`src/sv/mlfp_pkg.sv`:
```
// Package for the M-Bus long frame record parser.
// Types, codes, lookup functions and constants shared by the parser files.
// No dependencies.
`timescale 1ns / 1ps
`default_nettype none

package mlfp_pkg;

  localparam logic [7:0] SYNC_BYTE    = 8'h68;
  localparam int unsigned EXT_BIT     = 7;
  localparam logic [7:0] MIN_OFFSET   = 8'd4;
  localparam logic [7:0] RESET_OFFSET = 8'd19;
  localparam logic [8:0] HDR_BYTES    = 9'd4;

  localparam int unsigned CFG_AW = 3;
  localparam int unsigned CFG_DW = 32;
  localparam logic [CFG_AW-3:0] REG_FIRST_OFFSET = '0;

  localparam int unsigned QDEPTH = 2;
  localparam int unsigned QPTR_W = $clog2(QDEPTH);
  localparam int unsigned QCNT_W = $clog2(QDEPTH + 1);

  localparam logic KIND_RECORD = 1'b0;
  localparam logic KIND_STATUS = 1'b1;

  typedef enum logic [2:0] {
    ST_OK        = 3'd0,
    ST_BAD_START = 3'd1,
    ST_LEN_DIFF  = 3'd2,
    ST_CSUM      = 3'd3,
    ST_CUT       = 3'd4
  } status_t;

  typedef enum logic [2:0] {
    PH_DIF  = 3'd0,
    PH_DIFE = 3'd1,
    PH_VIF  = 3'd2,
    PH_VIFE = 3'd3,
    PH_DATA = 3'd4,
    PH_CUT  = 3'd5
  } phase_t;

  // classified byte held in the queue between front and back
  typedef struct packed {
    logic [7:0] rx;
    logic       fs;
    logic       sync;
    logic [7:0] weight;
  } q_ent_t;

  typedef struct packed {
    logic [8:0]  pos;
    logic [7:0]  udl;
    logic [7:0]  csum;
    logic        dead;
    phase_t      phase;
    logic [3:0]  left;
    logic [2:0]  idx;
    logic [7:0]  dif;
    logic [7:0]  vif;
    logic [8:0]  hoff;
    logic [53:0] bcd;
    logic [63:0] raw;
  } pstate_t;

  typedef struct packed {
    logic        kind;
    logic [8:0]  offset;
    logic [7:0]  dif;
    logic [7:0]  vif;
    logic [3:0]  len;
    logic [53:0] bcd;
    logic [63:0] raw;
    status_t     status;
  } result_t;

  function automatic logic [3:0] data_len_f(input logic [2:0] code);
    logic [3:0] n;
    case (code)
      3'd0:    n = 4'd0;
      3'd1:    n = 4'd1;
      3'd2:    n = 4'd2;
      3'd3:    n = 4'd3;
      3'd4:    n = 4'd4;
      3'd5:    n = 4'd4;
      3'd6:    n = 4'd6;
      default: n = 4'd8;
    endcase
    return n;
  endfunction

  function automatic logic [46:0] pow100_f(input logic [2:0] k);
    logic [46:0] p;
    case (k)
      3'd0:    p = 47'd1;
      3'd1:    p = 47'd100;
      3'd2:    p = 47'd10000;
      3'd3:    p = 47'd1000000;
      3'd4:    p = 47'd100000000;
      3'd5:    p = 47'd10000000000;
      3'd6:    p = 47'd1000000000000;
      default: p = 47'd100000000000000;
    endcase
    return p;
  endfunction

endpackage

`default_nettype wire

```
`src/sv/mlfp_if.sv`:
```
// Valid/ready channel interfaces for the parser input bytes and results.
// Depends on nothing beyond the field widths.
`timescale 1ns / 1ps
`default_nettype none

interface mlfp_in_if;
  logic       valid;
  logic       ready;
  logic [7:0] rx_byte;
  logic       frame_start;

  modport source (output valid, output rx_byte, output frame_start, input ready);
  modport sink (input valid, input rx_byte, input frame_start, output ready);
endinterface

interface mlfp_out_if;
  logic        valid;
  logic        ready;
  logic        result_kind;
  logic [8:0]  record_offset;
  logic [7:0]  dif_byte;
  logic [7:0]  vif_byte;
  logic [3:0]  data_length;
  logic [53:0] bcd_value;
  logic [63:0] raw_value;
  logic [2:0]  status;

  modport source (
    output valid, output result_kind, output record_offset, output dif_byte,
    output vif_byte, output data_length, output bcd_value, output raw_value,
    output status, input ready
  );
  modport sink (
    input valid, input result_kind, input record_offset, input dif_byte,
    input vif_byte, input data_length, input bcd_value, input raw_value,
    input status, output ready
  );
endinterface

`default_nettype wire

```
`src/sv/mlfp_front.sv`:
```
// Front end: takes input transfers and classifies each byte for the queue.
// Depends on mlfp_pkg and mlfp_in_if.
`timescale 1ns / 1ps
`default_nettype none

module mlfp_front (
  mlfp_in_if.sink         in_ch,
  input  wire logic       q_full,
  output logic            q_push,
  output mlfp_pkg::q_ent_t q_ent
);
  import mlfp_pkg::*;

  assign in_ch.ready = ~q_full;
  assign q_push      = in_ch.valid & ~q_full;

  always_comb begin
    q_ent.rx     = in_ch.rx_byte;
    q_ent.fs     = in_ch.frame_start;
    q_ent.sync   = (in_ch.rx_byte == SYNC_BYTE);
    // BCD byte weight: ten per high nibble plus low nibble
    q_ent.weight = ({1'b0, in_ch.rx_byte[7:4], 3'b000}
                   + {3'b000, in_ch.rx_byte[7:4], 1'b0})
                   + {4'b0000, in_ch.rx_byte[3:0]};
  end

endmodule

`default_nettype wire

```
`src/sv/mlfp_fifo.sv`:
```
// Short queue of classified bytes between front and back.
// Depends on mlfp_pkg.
`timescale 1ns / 1ps
`default_nettype none

module mlfp_fifo (
  input  wire logic             clk,
  input  wire logic             rst_n,
  input  wire logic             push,
  input  wire mlfp_pkg::q_ent_t wr_ent,
  input  wire logic             pop,
  output mlfp_pkg::q_ent_t      rd_ent,
  output logic                  full,
  output logic                  empty
);
  import mlfp_pkg::*;

  q_ent_t              mem_r [QDEPTH];
  logic [QPTR_W-1:0]   wp_r, wp_nxt;
  logic [QPTR_W-1:0]   rp_r, rp_nxt;
  logic [QCNT_W-1:0]   cnt_r, cnt_nxt;

  assign full   = (cnt_r == QCNT_W'(QDEPTH));
  assign empty  = (cnt_r == '0);
  assign rd_ent = mem_r[rp_r];

  always_comb begin
    wp_nxt  = push ? QPTR_W'((int'(wp_r) + 1) % QDEPTH) : wp_r;
    rp_nxt  = pop ? QPTR_W'((int'(rp_r) + 1) % QDEPTH) : rp_r;
    cnt_nxt = cnt_r;
    if (push && !pop) begin
      cnt_nxt = cnt_r + 1'b1;
    end else if (pop && !push) begin
      cnt_nxt = cnt_r - 1'b1;
    end
  end

  always_ff @(posedge clk) begin
    if (!rst_n) begin
      wp_r  <= '0;
      rp_r  <= '0;
      cnt_r <= '0;
    end else begin
      wp_r  <= wp_nxt;
      rp_r  <= rp_nxt;
      cnt_r <= cnt_nxt;
    end
  end

  always_ff @(posedge clk) begin
    if (push) begin
      mem_r[wp_r] <= wr_ent;
    end
  end

endmodule

`default_nettype wire

```
`src/sv/mlfp_back.sv`:
```
// Back end: frame/record parser state machine and registered result stage.
// Depends on mlfp_pkg and mlfp_out_if.
`timescale 1ns / 1ps
`default_nettype none

module mlfp_back (
  input  wire logic        clk,
  input  wire logic        rst_n,
  input  wire logic [7:0]  first_offset,
  input  wire logic        q_empty,
  input  wire mlfp_pkg::q_ent_t q_ent,
  output logic             q_pop,
  mlfp_out_if.source       out_ch
);
  import mlfp_pkg::*;

  pstate_t st_r, st_nxt;
  pstate_t st_rst;
  result_t out_r, out_nxt;
  logic    out_valid_r;
  logic    res_v;

  assign q_pop = ~q_empty & (~out_valid_r | out_ch.ready);

  // idle parser: no frame in progress
  always_comb begin
    st_rst       = '0;
    st_rst.dead  = 1'b1;
    st_rst.phase = PH_DIF;
  end

  always_comb begin
    logic [8:0]  pos;
    logic [8:0]  lim;
    logic [3:0]  n;
    logic        vdone;
    logic        do_rec;
    logic        do_st;
    status_t     st_code;
    logic [7:0]  off_c;

    pos     = '0;
    lim     = '0;
    n       = '0;
    vdone   = 1'b0;
    do_rec  = 1'b0;
    do_st   = 1'b0;
    st_code = ST_OK;
    off_c   = (first_offset < MIN_OFFSET) ? MIN_OFFSET : first_offset;
    st_nxt  = st_r;
    out_nxt = '0;
    res_v   = 1'b0;

    if (q_pop) begin
      if (q_ent.fs) begin
        st_nxt       = '0;
        st_nxt.phase = PH_DIF;
        st_nxt.hoff  = {1'b0, off_c};
      end
      if (!st_nxt.dead) begin
        pos        = st_nxt.pos;
        lim        = {1'b0, st_nxt.udl} + HDR_BYTES;
        st_nxt.pos = pos + 1'b1;
        if (pos == 9'd0) begin
          if (!q_ent.sync) begin
            do_st   = 1'b1;
            st_code = ST_BAD_START;
          end
        end else if (pos == 9'd1) begin
          st_nxt.udl = q_ent.rx;
        end else if (pos == 9'd2) begin
          if (q_ent.rx != st_nxt.udl) begin
            do_st   = 1'b1;
            st_code = ST_LEN_DIFF;
          end
        end else if (pos == 9'd3) begin
          if (!q_ent.sync) begin
            do_st   = 1'b1;
            st_code = ST_BAD_START;
          end
        end else if (pos < lim) begin
          st_nxt.csum = st_nxt.csum + q_ent.rx;
          unique case (st_nxt.phase)
            PH_DIF: begin
              if (pos == st_nxt.hoff) begin
                st_nxt.dif   = q_ent.rx;
                st_nxt.phase = q_ent.rx[EXT_BIT] ? PH_DIFE : PH_VIF;
              end
            end
            PH_DIFE: begin
              if (!q_ent.rx[EXT_BIT]) begin
                st_nxt.phase = PH_VIF;
              end
            end
            PH_VIF: begin
              st_nxt.vif = q_ent.rx;
              if (q_ent.rx[EXT_BIT]) begin
                st_nxt.phase = PH_VIFE;
              end else begin
                vdone = 1'b1;
              end
            end
            PH_VIFE: begin
              if (!q_ent.rx[EXT_BIT]) begin
                vdone = 1'b1;
              end
            end
            PH_DATA: begin
              st_nxt.bcd = st_nxt.bcd
                           + ({46'd0, q_ent.weight} * {7'd0, pow100_f(st_nxt.idx)});
              st_nxt.raw = st_nxt.raw
                           | ({56'd0, q_ent.rx} << {st_nxt.idx, 3'b000});
              st_nxt.idx = st_nxt.idx + 1'b1;
              if (st_nxt.left != 4'd0) begin
                st_nxt.left = st_nxt.left - 1'b1;
              end
              if (st_nxt.left == 4'd0) begin
                do_rec = 1'b1;
              end
            end
            default: begin
            end
          endcase
          if (vdone) begin
            n          = data_len_f(st_nxt.dif[2:0]);
            st_nxt.bcd = '0;
            st_nxt.raw = '0;
            st_nxt.idx = '0;
            if (n == 4'd0) begin
              do_rec = 1'b1;
            end else begin
              st_nxt.left  = n;
              st_nxt.phase = PH_DATA;
            end
          end
        end else if (pos == lim) begin
          st_nxt.csum = st_nxt.csum ^ q_ent.rx;
          if (st_nxt.phase != PH_DIF) begin
            st_nxt.phase = PH_CUT;
          end
        end else begin
          do_st = 1'b1;
          if (st_nxt.csum != 8'd0) begin
            st_code = ST_CSUM;
          end else if (st_nxt.phase == PH_CUT) begin
            st_code = ST_CUT;
          end else begin
            st_code = ST_OK;
          end
        end

        if (do_rec) begin
          res_v          = 1'b1;
          out_nxt.kind   = KIND_RECORD;
          out_nxt.offset = st_nxt.hoff;
          out_nxt.dif    = st_nxt.dif;
          out_nxt.vif    = st_nxt.vif;
          out_nxt.len    = data_len_f(st_nxt.dif[2:0]);
          out_nxt.bcd    = st_nxt.bcd;
          out_nxt.raw    = st_nxt.raw;
          out_nxt.status = ST_OK;
          st_nxt.hoff    = pos + 1'b1;
          st_nxt.phase   = PH_DIF;
        end
        if (do_st) begin
          res_v          = 1'b1;
          out_nxt        = '0;
          out_nxt.kind   = KIND_STATUS;
          out_nxt.status = st_code;
          st_nxt.dead    = 1'b1;
        end
      end
    end
  end

  always_ff @(posedge clk) begin
    if (!rst_n) begin
      st_r        <= st_rst;
      out_valid_r <= 1'b0;
    end else begin
      st_r <= st_nxt;
      if (q_pop && res_v) begin
        out_valid_r <= 1'b1;
      end else if (out_ch.ready) begin
        out_valid_r <= 1'b0;
      end
    end
  end

  always_ff @(posedge clk) begin
    if (q_pop && res_v) begin
      out_r <= out_nxt;
    end
  end

  assign out_ch.valid         = out_valid_r;
  assign out_ch.result_kind   = out_r.kind;
  assign out_ch.record_offset = out_r.offset;
  assign out_ch.dif_byte      = out_r.dif;
  assign out_ch.vif_byte      = out_r.vif;
  assign out_ch.data_length   = out_r.len;
  assign out_ch.bcd_value     = out_r.bcd;
  assign out_ch.raw_value     = out_r.raw;
  assign out_ch.status        = out_r.status;

endmodule

`default_nettype wire

```
`src/sv/mbus_long_frame_record_parser.sv`:
```
// Result path: the byte transfer that causes a result passes through the byte queue
// and then the result register before the result is valid.
// Throughput: one byte per cycle while the result port is not stalled, set by the
// back end's parse step (BCD constant-table multiply and 54-bit add); a stalled
// result port fills the two-entry byte queue before the input stalls.
// Reset (rst_n low, synchronous): no frame in progress, queue and result empty,
// first record offset 19.
`timescale 1ns / 1ps
`default_nettype none

module mbus_long_frame_record_parser (
  input  wire logic                        clk,
  input  wire logic                        rst_n,
  mlfp_in_if.sink                          in_ch,
  mlfp_out_if.source                       out_ch,
  input  wire logic                        cfg_psel,
  input  wire logic                        cfg_penable,
  input  wire logic                        cfg_pwrite,
  input  wire logic [mlfp_pkg::CFG_AW-1:0] cfg_paddr,
  input  wire logic [mlfp_pkg::CFG_DW-1:0] cfg_pwdata,
  output logic      [mlfp_pkg::CFG_DW-1:0] cfg_prdata,
  output logic                             cfg_pready
);
  import mlfp_pkg::*;

  logic       q_push, q_pop, q_full, q_empty;
  q_ent_t     q_wr, q_rd;
  logic [7:0] first_offset_r;
  logic       cfg_wr;

  assign cfg_pready = 1'b1;
  assign cfg_wr     = cfg_psel & cfg_penable & cfg_pwrite & cfg_pready;

  always_ff @(posedge clk) begin
    if (!rst_n) begin
      first_offset_r <= RESET_OFFSET;
    end else if (cfg_wr && (cfg_paddr[CFG_AW-1:2] == REG_FIRST_OFFSET)) begin
      first_offset_r <= cfg_pwdata[7:0];
    end
  end

  assign cfg_prdata = (cfg_paddr[CFG_AW-1:2] == REG_FIRST_OFFSET)
                      ? {{(CFG_DW-8){1'b0}}, first_offset_r} : '0;

  mlfp_front u_front (
    .in_ch  (in_ch),
    .q_full (q_full),
    .q_push (q_push),
    .q_ent  (q_wr)
  );

  mlfp_fifo u_fifo (
    .clk    (clk),
    .rst_n  (rst_n),
    .push   (q_push),
    .wr_ent (q_wr),
    .pop    (q_pop),
    .rd_ent (q_rd),
    .full   (q_full),
    .empty  (q_empty)
  );

  mlfp_back u_back (
    .clk          (clk),
    .rst_n        (rst_n),
    .first_offset (first_offset_r),
    .q_empty      (q_empty),
    .q_ent        (q_rd),
    .q_pop        (q_pop),
    .out_ch       (out_ch)
  );

`ifndef SYNTH
  a_no_push_when_full: assert property (@(posedge clk) disable iff (!rst_n)
    q_push |-> !q_full)
    else $error("queue written while full");

  a_no_pop_when_empty: assert property (@(posedge clk) disable iff (!rst_n)
    q_pop |-> !q_empty)
    else $error("queue read while empty");

  a_status_fields_clear: assert property (@(posedge clk) disable iff (!rst_n)
    (out_ch.valid && out_ch.result_kind == KIND_STATUS) |->
      (out_ch.record_offset == '0 && out_ch.raw_value == '0 &&
       out_ch.bcd_value == '0 && out_ch.data_length == '0))
    else $error("status result carries record fields");

  a_record_fields_sane: assert property (@(posedge clk) disable iff (!rst_n)
    (out_ch.valid && out_ch.result_kind == KIND_RECORD) |->
      (out_ch.status == ST_OK && out_ch.data_length <= 4'd8 &&
       out_ch.record_offset >= 9'd4))
    else $error("record result out of range");
`endif

endmodule

`default_nettype wire
```
`src/flat_wrapper.sv`:
```
// flat-port wrapper written by rule: the top's interface ports become plain ports
module mbus_long_frame_record_parser_flat import mlfp_pkg::*;
  (clk, rst_n, cfg_psel, cfg_penable, cfg_pwrite, cfg_paddr, cfg_pwdata, cfg_prdata, cfg_pready, in_ch_valid, in_ch_rx_byte, in_ch_frame_start, in_ch_ready, out_ch_valid, out_ch_result_kind, out_ch_record_offset, out_ch_dif_byte, out_ch_vif_byte, out_ch_data_length, out_ch_bcd_value, out_ch_raw_value, out_ch_status, out_ch_ready);
  mlfp_in_if in_ch_i ();
  mlfp_out_if out_ch_i ();
  input  wire logic clk;
  input  wire logic rst_n;
  input  wire logic cfg_psel;
  input  wire logic cfg_penable;
  input  wire logic cfg_pwrite;
  input  wire logic [mlfp_pkg::CFG_AW-1:0] cfg_paddr;
  input  wire logic [mlfp_pkg::CFG_DW-1:0] cfg_pwdata;
  output logic      [mlfp_pkg::CFG_DW-1:0] cfg_prdata;
  output logic cfg_pready;
  input wire logic [$bits(in_ch_i.valid)-1:0] in_ch_valid;
  input wire logic [$bits(in_ch_i.rx_byte)-1:0] in_ch_rx_byte;
  input wire logic [$bits(in_ch_i.frame_start)-1:0] in_ch_frame_start;
  output wire logic [$bits(in_ch_i.ready)-1:0] in_ch_ready;
  output wire logic [$bits(out_ch_i.valid)-1:0] out_ch_valid;
  output wire logic [$bits(out_ch_i.result_kind)-1:0] out_ch_result_kind;
  output wire logic [$bits(out_ch_i.record_offset)-1:0] out_ch_record_offset;
  output wire logic [$bits(out_ch_i.dif_byte)-1:0] out_ch_dif_byte;
  output wire logic [$bits(out_ch_i.vif_byte)-1:0] out_ch_vif_byte;
  output wire logic [$bits(out_ch_i.data_length)-1:0] out_ch_data_length;
  output wire logic [$bits(out_ch_i.bcd_value)-1:0] out_ch_bcd_value;
  output wire logic [$bits(out_ch_i.raw_value)-1:0] out_ch_raw_value;
  output wire logic [$bits(out_ch_i.status)-1:0] out_ch_status;
  input wire logic [$bits(out_ch_i.ready)-1:0] out_ch_ready;
  assign in_ch_i.valid = in_ch_valid;
  assign in_ch_i.rx_byte = in_ch_rx_byte;
  assign in_ch_i.frame_start = in_ch_frame_start;
  assign in_ch_ready = in_ch_i.ready;
  assign out_ch_valid = out_ch_i.valid;
  assign out_ch_result_kind = out_ch_i.result_kind;
  assign out_ch_record_offset = out_ch_i.record_offset;
  assign out_ch_dif_byte = out_ch_i.dif_byte;
  assign out_ch_vif_byte = out_ch_i.vif_byte;
  assign out_ch_data_length = out_ch_i.data_length;
  assign out_ch_bcd_value = out_ch_i.bcd_value;
  assign out_ch_raw_value = out_ch_i.raw_value;
  assign out_ch_status = out_ch_i.status;
  assign out_ch_i.ready = out_ch_ready;
  mbus_long_frame_record_parser u_core (.clk(clk), .rst_n(rst_n), .in_ch(in_ch_i), .out_ch(out_ch_i), .cfg_psel(cfg_psel), .cfg_penable(cfg_penable), .cfg_pwrite(cfg_pwrite), .cfg_paddr(cfg_paddr), .cfg_pwdata(cfg_pwdata), .cfg_prdata(cfg_prdata), .cfg_pready(cfg_pready));
endmodule
```
`config.mk`:
```
export PLATFORM = sky130hd
export DESIGN_NAME = mbus_long_frame_record_parser_flat
export DESIGN_NICKNAME = d
export VERILOG_FILES = /design/src/sv/mlfp_pkg.sv /design/src/sv/mlfp_if.sv /design/src/sv/mlfp_front.sv /design/src/sv/mlfp_fifo.sv /design/src/sv/mlfp_back.sv /design/src/sv/mbus_long_frame_record_parser.sv /design/src/flat_wrapper.sv
export SDC_FILE = /design/constraint.sdc
export NUM_CORES = 2
export LEC_CHECK = 0
export ABC_AREA = 1
export BUFFER_PORTS_ARGS = -buffer_cell sky130_fd_sc_hd__buf_2
export CORE_UTILIZATION = 65
export DETAILED_ROUTE_END_ITERATION = 6
export MAX_ROUTING_LAYER = met4
export PLACE_DENSITY = 0.85
export SLEW_MARGIN = 15
export SYNTH_ARGS = -nofsm -noshare
export SYNTH_HDL_FRONTEND = slang
export SYNTH_SLANG_ARGS = --single-unit
export TNS_END_PERCENT = 5
```
`constraint.sdc`:
```
create_clock -name clk -period 14.4 [get_ports clk]
set_input_delay 0.72 -clock clk [delete_from_list [all_inputs] [get_ports clk]]
set_output_delay 0.72 -clock clk [all_outputs]
set_load 0.02 [all_outputs]
```
# Word-level counts from Yosys, hierarchy flattened
# Memory sizes are Yosys's and may differ from the RTL's. A register that Yosys moved wholly into a read port is not among the register bits.
# Index checks and enable logic that the tools add are counted.
[totals] register_bits=343 mem_bits_rw=36 inputBits=51 out_inout_bits=186 wordCells=242 mem_count=1
[mem_list] memory="u_core.u_fifo.mem_r" depth=2 width=18 rd=1 rd_clocked_by_memory_dff=1 wr=1 line_no="mlfp_fifo.sv:18" source="q_ent_t mem_r [QDEPTH];"
[classes] n_addsub=12 mul=1 magnitude_cmp=2 eq_ne=31 n_shift=1 n_mux=132 n_bitwise=13 reduce_logical=24
[ops] cell="$mux W118" count=7
[ops] cell="$mux W179" count=3
[ops] cell="$mux W47" count=8
[ops] cell="$pmux W47 S7" count=1
[ops] cell="$mux W26" count=6
[ops] cell="$mux W151" count=1
[ops] cell="$mux W150" count=1
[ops] cell="$mux W8" count=18
[ops] cell="$mux W4" count=17
[ops] cell="$or A64 B64 Y64" count=1
[ops] cell="$shl A8 B6 Y64" count=1
[ops] cell="$add A54 B54 Y54" count=1
[ops] cell="$mul A8 B47 Y54" count=1
[ops] cell="$pmux W4 S6" count=2
[ops] cell="$mux W3" count=15
[ops] cell="$mux W1" count=42
[ops] cell="$eq A3 B3 Y1 const B" count=11
[ops] cell="$eq A3 B2 Y1 const B" count=8
[ops] cell="$mux W23" count=1
[ops] cell="$eq A9 B2 Y1 const B" count=2
[ops] cell="$eq A9 B9 Y1" count=2
[ops] cell="$mux W16" count=1
[ops] cell="$mux W7" count=2
[ops] cell="$eq A3 B1 Y1 const B" count=4
[ops] cell="36 further kinds" count=60

# Depth between registers and ports, before layout
[logic_depth] ltp_word=41 depth_mapped=41

# Modules after synthesis
# A second synthesis with hierarchy kept.
[unflattened] cells_unflattened=4156 area_unflattened_um2=31800.5
[by_module_without_submodules] module="mlfp_back" n_inst=1 cells_each=3909 area_per_inst_um2=29191.7
[by_module_without_submodules] module="mlfp_fifo" n_inst=1 cells_each=91 area_per_inst_um2=1580.3
[by_module_without_submodules] module="mbus_long_frame_record_parser" n_inst=1 cells_each=95 area_per_inst_um2=646.9
[by_module_without_submodules] module="mlfp_front" n_inst=1 cells_each=61 area_per_inst_um2=381.6

# Least setup slack after synthesis
# No wires, ideal clock.
[synth_path] path_kind="register to register" startpoint="register (tool-made name)" endpoint="register u_core.u_back.out_r (netlist bit u_core.u_back.out_ch.bcd_value[0]) (enable)" setup_ps=517 t_arrival_ps=6436 required_ps=13883 setup_slack_ps=7447 path_stages_with_launch=21 n_path_buf=5 period_less_slack_ps=6953 path_cell_list="dfxtp_1 -> buf_4 -> nand2_2 -> nand2_4 -> buf_6 -> buf_2 -> nor2_1 -> ha_1 -> nand3_1 -> xor2_1 -> ha_1 -> a21oi_1 -> o21a_1 -> nand3_1 -> inv_1 -> nand2_2 -> nor2_4 -> buf_4 -> nand3_2 -> buf_6 -> nand2_1"
[synth_rtl] item="to (signal assigned)" line_no="mlfp_back.sv:192" source="out_r <= out_nxt;"
[synth_rtl] item="to (decl)" line_no="mlfp_back.sv:19" source="result_t out_r, out_nxt;"

==> out/results.tsv <==
stage	metric	value	unit
run	max cap viols	0	
setup_path	slowest CP cell	nor2_1	
yosys	count of cell types in the netlist	61	
detailed_routing	post-route antenna net violation count	0	
setup_path	slowest stage delay, CP	630	ps
setup_path	CP Data Arrival Time	8710	ps
clocking	Clk Latency, worst-skew pair	590	ps
yosys	xor/xnor share of the synthesized area	1.47	%
yosys	Mapped Cells	3950	
layout	ant diodes	0	
die	IO Pins	237	
yosys	adder-cell share of the synthesized area	22.7	%
yosys	Syn. warnings	0	
detailed_routing	DRC viols	0	
timing	unrepaired setup endpoints after global routing	false	
layout	Final #Nets	4516	
setup_path	Worst path top cell family by delay	simple AND/OR/NAND/NOR gates	
timing	Hold WS	348	ps
yosys	cell with the most instances after synthesis	inv_1	
timing	fmax	119	MHz
yosys	Synth area leaders	edfxtp_1 (18%), fa_1 (16%), dfxtp_1 (13%)	
yosys	Post-Synth Simple-Gate Area	18.7	%
place	Place WS	6280	ps
global_route	largest net degree at the start of global routing	133	
layout	layout cell share with drive strength beyond 1	8.88	%
place	port bufs	185	
yosys	EDFF count, synth	185	
yosys	number of synthesized register bits	378	
detailed_routing	routed vias	27500	
pwr	PwrDens	201	nW/um^2
yosys	leading area contributor after synthesis	edfxtp_1	
status	outcome	completed	
pwr	total power	0.00664	W
detailed_routing	routed wire length	89.7	mm
clocking	post-CTS resize count	0	
place	hpwl dp	65.2	mm
yosys	Synth Area in Compound Gates	13.7	%
clocking	hold_buf cts	0	
timing	Setup Skew	21.9	ps
clocking	TritonCTS clock tree	built	
setup_path	CP Buf/Inv Count	8	
timing	# setup viols final	0	
timing	Fin Setup TNS	0	ps
pwr	cell leakage power	15.2	nW
die	chip width	219	um
yosys	Syn Area/Cell	7.72	sq um
detailed_routing	Routed wire per std cell	19.1	um
min_path	Worst Hold Class	in2reg	
detailed_routing	Via density	5.87	
pwr	peak supply drop	0.293	mV
global_route	antenna violations before repair	0	
clocking	Num CTS Buffers	41	
clocking	CTS root buffer	clkbuf_16	
yosys	main combinational cell family by area after synthesis	adder cells	
global_route	first-pass GRT wire length	140	mm
timing	setup ws final	6000	ps
pwr	Int Pwr	0.00325	W
clocking	Worst-path clk slew	60	ps
die	die area	47800	sq um
timing	min Tclk post-route	8400	ps
global_route	vias in the first global route	26200	
timing	Slew Viols, Final	0	
die	Die Y	219	um
pwr	Sw Ratio	51.0	%
pwr	P_sw	0.00339	W
timing	Slew @ Worst Pin	1270	ps
setup_path	reg2reg setup slack	6000	ps
die	area of the core	45800	sq um
die	# rows	78	
yosys	Synth top area share	18.2	%
pwr	clock share of power	15.9	%
clocking	number of clock sinks	378	
place	RD Place Congestion	1.02	
global_route	aggregate global-route resource usage	38.9	%
detailed_routing	total iterations of the first detailed-routing run	6	
setup_path	CP required	14710	ps
yosys	Async S/R FF share, synth	0	%
yosys	Post-Syn Area	30500	sq um
yosys	main flop type after synthesis	dfxtp_1	
timing	final hold vios	0	
setup_path	kind of critical path	reg2reg	
layout	Area Overhead vs Synth	8.18	%
pwr	Comb power frac	57.1	%
setup_path	Worst setup SP type	register	
yosys	Seq/Total Area, Yosys	30.9	%
setup_path	Critical Path Fanout Max	31	
pwr	Sequential Power Share	27.0	%
clocking	post-CTS setup buffers	0	
yosys	synth cell count leaders	inv_1 (747), nand2_1 (616), nor2_1 (552), a21oi_1 (311), o21ai_0 (268)	
die	Initial Util	66.6	%
setup_path	Setup crit end kind	register	
global_route	total congestion overflow	0	
clocking	H-tree depth	2	
layout	Fill cells	3571	
yosys	post-synthesis mux area share	0	%
clocking	Max Buffers Root-to-Sink	3	
timing	Final period util	58.3	%
timing	slew margin rel.	14.5	%
detailed_routing	Initial DRC Count	3578	
area by class of cell:
type | count | area [sq um] | area share (%)
timing repair buffer | 216 | 1160 | 3.52
inverter | 777 | 2930 | 8.87
clock inverter | 19 | 185 | 0.562
sequential | 378 | 9420 | 28.6
clock buffer | 57 | 1160 | 3.51
multi-input combinational | 2640 | 17400 | 52.7
tap | 600 | 751 | 2.28
per-layer routing:
metal / part of all wire (%) / track usage [%] / wire length (um) / vias up
li1: - / - / - / 12700
met1: 38 / 50.3 / 34500 / 12900
met2: 45 / 59.5 / 40600 / 1664
met3: 11 / 5.75 / 9460 / 316
met4: 5.7 / 20.0 / 5120 / 0
met5: 0 / - / 0 / -
power groups by stage:
stage | Combinational [W] | Sequential, W | Clock [W]
after floorplan | 0.00239 | 0.00201 | 0
after global placement | 0.00358 | 0.00178 | 0
after detailed placement | 0.00367 | 0.00180 | 0
after CTS | 0.00371 | 0.00179 | 0.00106
after global routing | 0.00414 | 0.00183 | 0.00110
final | 0.00379 | 0.00179 | 0.00105
stage by stage:
stage	std cells	instance area [sq um]	util (%)
3_5_place_dp	4611	31600	69.1
2_1_floorplan	3973	30600	-
6_report	4687	33000	72.0
3_3_place_gp	4611	31600	69.1
4_1_cts	4687	33000	72.0
5_1_grt	4687	33000	72.0
cell families (layout without fill, tap and decap cells):
group,Yosys count,after routing
other cells,2,25
compound gates,761,761
buf+inv,955,1069
simple gates,1392,1392
fa+ha+maj,411,411
xor+xnor,51,51
flops,378,378
cells in the final DEF, fill, tap and decap left out, types with 17 or more instances in the layout:
| cell | n |
|---|---|
| a31oi_1 | 18 |
| nor3_1 | 17 |
| inv_1 | 747 |
| xor2_1 | 30 |
| o21ai_0 | 268 |
| nand2_1 | 613 |
| a21oi_1 | 310 |
| dfxtp_1 | 193 |
| clkbuf_16 | 42 |
| nor2_1 | 552 |
| o21a_1 | 19 |
| nand3_1 | 126 |
| inv_2 | 22 |
| edfxtp_1 | 185 |
| buf_2 | 184 |
| o21ai_1 | 36 |
| xnor2_1 | 21 |
| ha_1 | 173 |
| a22oi_1 | 18 |
| o211ai_1 | 36 |
| buf_4 | 32 |
| nand4_1 | 17 |
| conb_1 | 25 |
| fa_1 | 238 |
sequential cells by signal, indices dropped and copies added, names as in the netlist, named ones only:
register	count
u_core.u_back.out_ch.valid	1
u_core.u_back.st_r	179
u_core.u_back.out_ch.vif_byte	8
u_core.u_back.out_ch.raw_value	64
u_core.u_fifo.mem_r	34
u_core.u_fifo.cnt_r	2
u_core.u_back.out_ch.result_kind	1
u_core.u_fifo.wp_r	1
u_core.u_back.out_ch.bcd_value	54
u_core.u_back.out_ch.dif_byte	8
u_core.u_back.out_ch.data_length	4
u_core.first_offset_r	8
u_core.u_back.out_ch.status	3
u_core.u_fifo.rp_r	1
u_core.u_back.out_ch.record_offset	9
final timing paths:
| check | start | endpoint | depth (start not counted) |
|---|---|---|---|
| setup reg to reg | register | u_core.u_back.out_ch.bcd_value[49]$_SDFFCE_PP0P_ | 31 |
| hold reg to reg | u_core.u_back.st_r[163]$_SDFFE_PN0P_ | u_core.u_back.st_r[163]$_SDFFE_PN0P_ | 2 |
| setup / recovery | register | u_core.u_back.out_ch.bcd_value[49]$_SDFFCE_PP0P_ | 31 |
| hold / removal | in_ch_frame_start | u_core.u_fifo.mem_r[1][9]$_DFFE_PP_ | 1 |
No activity file was read; power rests on OpenSTA's default activity.
